$ cat config.mk
export PLATFORM = sky130hd
export DESIGN_NAME = pe_step
export DESIGN_NICKNAME = d
export VERILOG_FILES = /design/src/rtl/pe_pkg.sv /design/src/rtl/pe_step.sv
export SDC_FILE = /design/constraint.sdc
export NUM_CORES = 2
export LEC_CHECK = 0
export BUFFER_PORTS_ARGS = -buffer_cell sky130_fd_sc_hd__buf_4
export CAP_MARGIN = 20
export CORE_MARGIN = 1
export CORE_UTILIZATION = 59
export DETAILED_ROUTE_END_ITERATION = 7
export PLACE_DENSITY_LB_ADDON = 0.15
export SYNTH_ARGS = -nofsm -noshare
export SYNTH_HDL_FRONTEND = slang
export SYNTH_SLANG_ARGS = --single-unit
export TNS_END_PERCENT = 10
$ cat constraint.sdc
create_clock -name clk -period 15 [get_ports clk]
set_input_delay 2.25 -clock clk [delete_from_list [all_inputs] [get_ports clk]]
set_output_delay 2.25 -clock clk [all_outputs]
set_load 0.1 [all_outputs]
$ cat src/rtl/pe_pkg.sv
// ----------------------------------------------------------------------------
// pe_pkg
// Shared types and constants for the Horner polynomial evaluator.
// ----------------------------------------------------------------------------
package pe_pkg;

	localparam int NCOEF      = 8;
	localparam int DEGREE_DEF = 7;
	localparam int FRAC_BITS  = 16;
	localparam int X_W        = 32;
	localparam int COEF_W     = 32;
	localparam int ACC_W      = 48;
	localparam int PP_LO_W    = 64;
	localparam int PP_HI_W    = ACC_W - X_W + X_W;
	localparam int PROD_W     = ACC_W + X_W;
	localparam int CFG_IDX_W  = 3;

	// one value in flight between Horner steps
	typedef struct packed {
		logic signed [X_W-1:0]   x;
		logic signed [ACC_W-1:0] acc;
		logic                    ovf;
	} beat_t;

endpackage

$ cat src/rtl/pe_step.sv
// ----------------------------------------------------------------------------
// pe_step
// One Horner step, acc = sat48((acc * x) >>> FRAC_BITS + coef), in three
// stages: split partial products, product sum and shift, coefficient add
// with saturation.
// ----------------------------------------------------------------------------
module pe_step (
	input  logic                           clk,
	input  logic                           arst_n,
	input  pe_pkg::beat_t                  in_beat,
	input  logic                           in_valid,
	output logic                           in_ready,
	input  logic signed [pe_pkg::COEF_W-1:0] coef,
	output pe_pkg::beat_t                  out_beat,
	output logic                           out_valid,
	input  logic                           out_ready
);
	import pe_pkg::*;

	localparam int LO_W  = X_W;
	localparam int HI_W  = ACC_W - LO_W;
	localparam int SUM_W = PROD_W + 1;

	logic v_s1, v_s2, v_s3;
	logic rdy1, rdy2, rdy3;

	logic signed [X_W-1:0]     x_s1, x_s2;
	logic                      ovf_s1, ovf_s2;
	logic signed [PP_LO_W-1:0] pplo_s1;
	logic signed [HI_W+X_W-1:0] pphi_s1;
	logic signed [PROD_W-1:0]  shf_s2;
	beat_t                     beat_s3;

	logic signed [LO_W:0]          lo_ext;
	logic signed [HI_W-1:0]        hi_part;
	logic signed [PP_LO_W:0]       pplo_full;
	logic signed [HI_W+X_W-1:0]    pphi_full;
	logic signed [PROD_W-1:0]      prod;
	logic signed [SUM_W-1:0]       sum;
	logic                          in_range;

	assign rdy3     = !v_s3 || out_ready;
	assign rdy2     = !v_s2 || rdy3;
	assign rdy1     = !v_s1 || rdy2;
	assign in_ready = rdy1;

	// stage 1: 48x32 split into a 33x32 and a 16x32 product
	assign lo_ext    = $signed({1'b0, in_beat.acc[LO_W-1:0]});
	assign hi_part   = in_beat.acc[ACC_W-1:LO_W];
	assign pplo_full = lo_ext * in_beat.x;
	assign pphi_full = hi_part * in_beat.x;

	// stage 2: exact product, floor shift
	assign prod = $signed({pphi_s1, {LO_W{1'b0}}})
		+ $signed({{(PROD_W-PP_LO_W){pplo_s1[PP_LO_W-1]}}, pplo_s1});

	// stage 3: coefficient add, clamp to 48 bits
	assign sum = $signed({shf_s2[PROD_W-1], shf_s2})
		+ $signed({{(SUM_W-COEF_W){coef[COEF_W-1]}}, coef});
	assign in_range = (&sum[SUM_W-1:ACC_W-1]) || !(|sum[SUM_W-1:ACC_W-1]);

	always_ff @(posedge clk or negedge arst_n) begin
		if (!arst_n) begin
			v_s1 <= 1'b0;
			v_s2 <= 1'b0;
			v_s3 <= 1'b0;
		end else begin
			if (rdy1) v_s1 <= in_valid;
			if (rdy2) v_s2 <= v_s1;
			if (rdy3) v_s3 <= v_s2;
		end
	end

	always_ff @(posedge clk) begin
		if (rdy1) begin
			x_s1    <= in_beat.x;
			ovf_s1  <= in_beat.ovf;
			pplo_s1 <= pplo_full[PP_LO_W-1:0];
			pphi_s1 <= pphi_full;
		end
		if (rdy2) begin
			x_s2   <= x_s1;
			ovf_s2 <= ovf_s1;
			shf_s2 <= prod >>> FRAC_BITS;
		end
		if (rdy3) begin
			beat_s3.x <= x_s2;
			if (in_range) begin
				beat_s3.acc <= sum[ACC_W-1:0];
				beat_s3.ovf <= ovf_s2;
			end else begin
				beat_s3.acc <= sum[SUM_W-1] ? {1'b1, {(ACC_W-1){1'b0}}}
					: {1'b0, {(ACC_W-1){1'b1}}};
				beat_s3.ovf <= 1'b1;
			end
		end
	end

	assign out_beat  = beat_s3;
	assign out_valid = v_s3;

endmodule

# [Word level (Yosys, flattened, before mapping)]
# Cells that the tools add are included.
[word_totals] ff_bits=326 latch_bits=0 mem_bits_rw=0 rom_bits=0 wordCells=29 n_memories=0
[op_classes] add_sub_neg=2 mul=2 div_mod_pow=0 order_cmp=0 eq_ne=0 shift=0 muxes=2 bitwise_logic=0 n_reduce_logical=10
[op_table] op="$add 80x64->80" n=1
[op_table] op="$add 64x32->65" n=1
[op_table] op="$mul 33x32->64" n=1
[op_table] op="$mux 49" n=1
[op_table] op="$mul 16x32->48" n=1
[op_table] op="$mux 48" n=1
[op_table] op="$reduce_and 34->1" n=1
[op_table] op="$reduce_or 34->1" n=1
[op_table] op="$logic_not 1->1" n=4
[op_table] op="$logic_or 1x1->1" n=4

# [Depth between registers and ports, before layout]
[logic_depth] word_depth=5 depth_mapped=30 depth_no_buf=29

# [Least setup slack after synthesis]
# Ideal clock, no wire load.
[synth_timing] path_kind="input to register" startpoint="in in_beat[57] in the netlist's numbering" endpoint="reg pplo_s1[60], data pin" setup_time_ps=258 t_arrival_ps=9684 required_ps=14742 setup_slack_ps=5059 cell_stages=30 path_buffers=2 cell_sequence="clkbuf_1 clkbuf_1 nand2_1 fa_1 inv_1 fa_1 fa_1 inv_1 fa_1 inv_1 fa_1 inv_1 fa_1 inv_1 fa_1 fa_1 ha_1 a21o_1 a21o_1 a221o_1 a22o_1 o31ai_1 a31oi_1 nor2_2 a2111o_1 o31ai_1 or4_1 a31o_2 a21oi_1 xnor2_1"
[synth_between] elab_chain_cells=1
[synth_lines] element="start: declaration" line="pe_step.sv:10" source="input pe_pkg::beat_t in_beat,"
[synth_lines] element="$mul 33x32->64" line="pe_step.sv:50" source="assign pplo_full = lo_ext * in_beat.x;"
[synth_lines] element="net pplo_full[60]" line="pe_step.sv:36" source="logic signed [PP_LO_W:0] pplo_full;"
[synth_lines] element="end signal: assignment" line="pe_step.sv:78" source="pplo_s1 <= pplo_full[PP_LO_W-1:0];"
[synth_lines] element="end: declaration" line="pe_step.sv:29" source="logic signed [PP_LO_W-1:0] pplo_s1;"
# The timed path passes the listed nets, and every way through them passes these cells.
# A chain may end at the register's enable or synchronous reset.

# [Worst setup path in the final report]
[layout_timing] startpoint="in in_beat[80] in the netlist's numbering" endpoint="reg pplo_s1[60], data pin"
# The elaborated chain is that of the path after synthesis.

==> flow_metrics.py <==
metrics = {
    "clock_network": {
        "cts_tree": "yes",
        "cts_setup_buffers": 0,
        "cts.hold.buffers_added": 0,
        "cts_made_buffers": 36,
        "path_clk_slew_ps": 60,
        "cts_sinks": 310,
        "clockBufferDepth": 3,
        "htree_num_levels": 2,
        "cts_root_buf": "clkbuf_16",
        "clk_latency_ps": 570,
        "cts_resized": 0,
    },
    "worst_setup_path": {
        "r2r_slack_ps": 9920,
        "critPathRequiredTime_ps": 15310,
        "r2r_end": "out_beat[19]",
        "cp-start-kind": "input pin",
        "crit_type": "input pin to flop",
        "critPathCaptureType": "flop",
        "r2r-start": "shf_s2[0]",
        "cpPeakStageDelay_ps": 780,
        "cp_num_buf_inv": 5,
        "crit_top_cell": "fa_1",
        "cp_slowest_cell": "fa_1",
        "worst_ep_arrival_time_ps": 11400,
        "cp_top_family": "adder cells",
        "ff2ff_path_depth": 16,
        "cp_max_fo": 33,
    },
    "global_routing": {
        "grt_pass1_vias": 48900,
        "grt_max_degree": 68,
        "track_usage": 0.312,
        "grt_pass1_wl_mm": 272,
        "gr-total-overflow": 0,
        "antenna_found_initial": 6,
    },
    "hold_path": {
        "hold_depth": 0,
        "min-delay-start": "x_s2[7]",
        "worstHoldPathType": "flop to flop",
        "min_to": "out_beat[56]",
    },
    "routing": {
        "routed_wl_mm": 171,
        "avgViaCountPerCell": 5.65,
        "drtIter0Drc": 3022,
        "ant_nets": 0,
        "route.detailed.wl_per_inst_um": 20.9,
        "route.vias.total": 46200,
        "drtPass1Iterations": 8,
        "drc_errors": 0,
    },
    "finish": {
        "syn2layout_area_growth_pct": 4.93,
        "finish.utilization": 0.626,
        "final_nets": 8672,
        "drive_above_1_share": 0.0457,
    },
    "timing": {
        "setup_viol": 0,
        "rsz0062_at_grt": "no",
        "hold_viol": 0,
        "hold_slack_ps": 413,
        "fmax_ghz": 0.0902,
        "fin_crit_ps": 11080,
        "slew_viol_final": 0,
        "tightest_slew_ps": 1020,
        "min_period_over_period": 0.739,
        "tns_ps": 0,
        "fin_skew_ps": 21.1,
        "worst_slack_ps": 3920,
        "max-slew-margin-rel": 0.318,
    },
    "yosys": {
        "yosys_most_used_dff": "edfxtp_1",
        "yosysWarnings": 0,
        "synth_cell_types": 88,
        "synth-edff-count": 307,
        "syn_nets": 8774,
        "yosysSeqAreaShare": 0.140,
        "synth_cells": 6761,
        "synth_async_sr_flop_share": 0.00968,
        "syn-cell-area_sq_um": 66200,
        "synth-seq-cells": 310,
        "avgSynthCellArea_sq_um": 9.79,
    },
    "floorplan": {
        "ioPinCount": 200,
        "die-area_sq_um": 114000,
        "rows": 122,
        "die_width_um": 337,
        "floorplan.initialDensity": 0.596,
        "core_area_sq_um": 111000,
        "die-height_um": 337,
    },
    "placed_design": {
        "dp_hpwl_mm": 131,
        "preCtsSetupSlack_ps": 3470,
        "portBuffers": 199,
        "place_congestion": 0.942,
    },
    "status": {
        "status": "completed",
    },
    "run": {
        "max-cap-violations": 0,
    },
}
-- sequential cells by signal, summed over array words and instances (netlist names) --
name and flops:
out_beat 81, shf_s2 64, pphi_s1 48, pplo_s1 48, x_s1 32, x_s2 32
out_valid 1, ovf_s1 1, ovf_s2 1, v_s1 1, v_s2 1
-- worst register-to-register path: stages, from the launching register on --
cell and delay (ps):
edfxtp_1 340, ha_1 210, inv_1 70, fa_1 400, nor2b_1 170, o31ai_1 120
a21boi_1 260, a21oi_2 200, o311ai_2 580, o211a_1 260, o211a_1 230, mux2i_1 140
or2_2 280, nor4_1 240, and4_4 260, a21o_4 580, mux2_1 470
-- per-layer routing --
layer | track usage | up-vias | part of all wire
met3 | 0.0437 | 337 | 0.080
li1 | - | 20300 | -
met2 | 0.513 | 1841 | 0.48
met1 | 0.433 | 23700 | 0.41
met5 | 0 | - | 0.00046
met4 | 0.0895 | 6 | 0.031
-- placed cells by master (no fill, tap or decap), types with 31 or more instances in the layout --
| cell type | n |
|---|---|
| mux2i_1 | 42 |
| a21o_1 | 103 |
| nand2b_1 | 79 |
| nor3_1 | 36 |
| nand3_1 | 35 |
| ha_1 | 512 |
| nor2_1 | 119 |
| o21ai_0 | 88 |
| a21oi_1 | 186 |
| and2_1 | 795 |
| clkbuf_16 | 36 |
| inv_1 | 1387 |
| nand4_1 | 43 |
| xnor2_1 | 137 |
| buf_4 | 217 |
| edfxtp_1 | 307 |
| nand2_1 | 784 |
| nor2b_1 | 31 |
| fa_1 | 1384 |
| xor2_1 | 64 |
-- worst max path at each step --
stage / start / slack, ps / endpoint / cells past startpoint
floorplan: in_beat[57] / 5060 / pplo_s1[60] / 30
global placement: in_beat[55] / 3770 / pplo_s1[60] / 27
detailed placement: in_beat[80] / 3470 / pplo_s1[60] / 27
CTS: in_beat[80] / 4040 / pplo_s1[60] / 27
global route: in_beat[80] / 3560 / pplo_s1[60] / 27
finish: in_beat[80] / 3920 / pplo_s1[60] / 27
-- area by class of cell --
class                      instances  area (sq um)
antenna                            7          17.5
clock buffer                      44           941
clock inverter                    16           213
fill                            9311         41500
inverter                        1388          5210
multi-input combinational       4706         50300
sequential                       310          9290
tap                             1488          1860
timing repair buffer             217          1630
-- synthesized netlist by cell type (all sizes together) (6+ instances only) --
library cell	count	area (sq um)
a41oi	9	86.3
nand4	43	269
edfxtp	307	9220
o21ai	97	489
and4	9	81.3
a21o	104	788
buf	31	184
or2	12	75.1
nor4	6	37.5
nand3	35	175
mux2	7	78.8
o31ai	14	110
inv	1387	5210
nor2	120	453
nand2b	80	500
o21a	26	195
o211ai	6	45.0
nand2	784	2940
or3	6	37.5
o21bai	23	173
a211oi	19	148
xor2	64	561
and2	796	4980
clkbuf	326	1220
nor3	36	180
ha	512	6410
mux2i	42	420
a31oi	11	68.8
and3	20	125
nor2b	31	194
fa	1384	27700
xnor2	137	1200
a21boi	12	90.1
a21oi	188	948
-- logic make-up after synthesis --
group                      count (synthesis)  synth area share
AOI/OAI and AO/OA                        567            0.0562
xor gates and xnor gates                 201            0.0266
adders and majority gates               1896             0.515
buffers and inverters                   1745             0.100
DFF                                      310             0.140
muxes                                     49           0.00754
and+or+nand+nor                         1993             0.154
-- through the flow --
step / area [sq um] / cells
3_5_place_dp: 68300 / 8109
4_1_cts: 69400 / 8169
5_1_grt: 69400 / 8169
3_3_place_gp: 68300 / 8109
2_1_floorplan: 66200 / 6761
6_report: 69400 / 8176
Power is not shown: default switching activity piles up to over one toggle a cycle in this logic, so the estimate is an artifact.
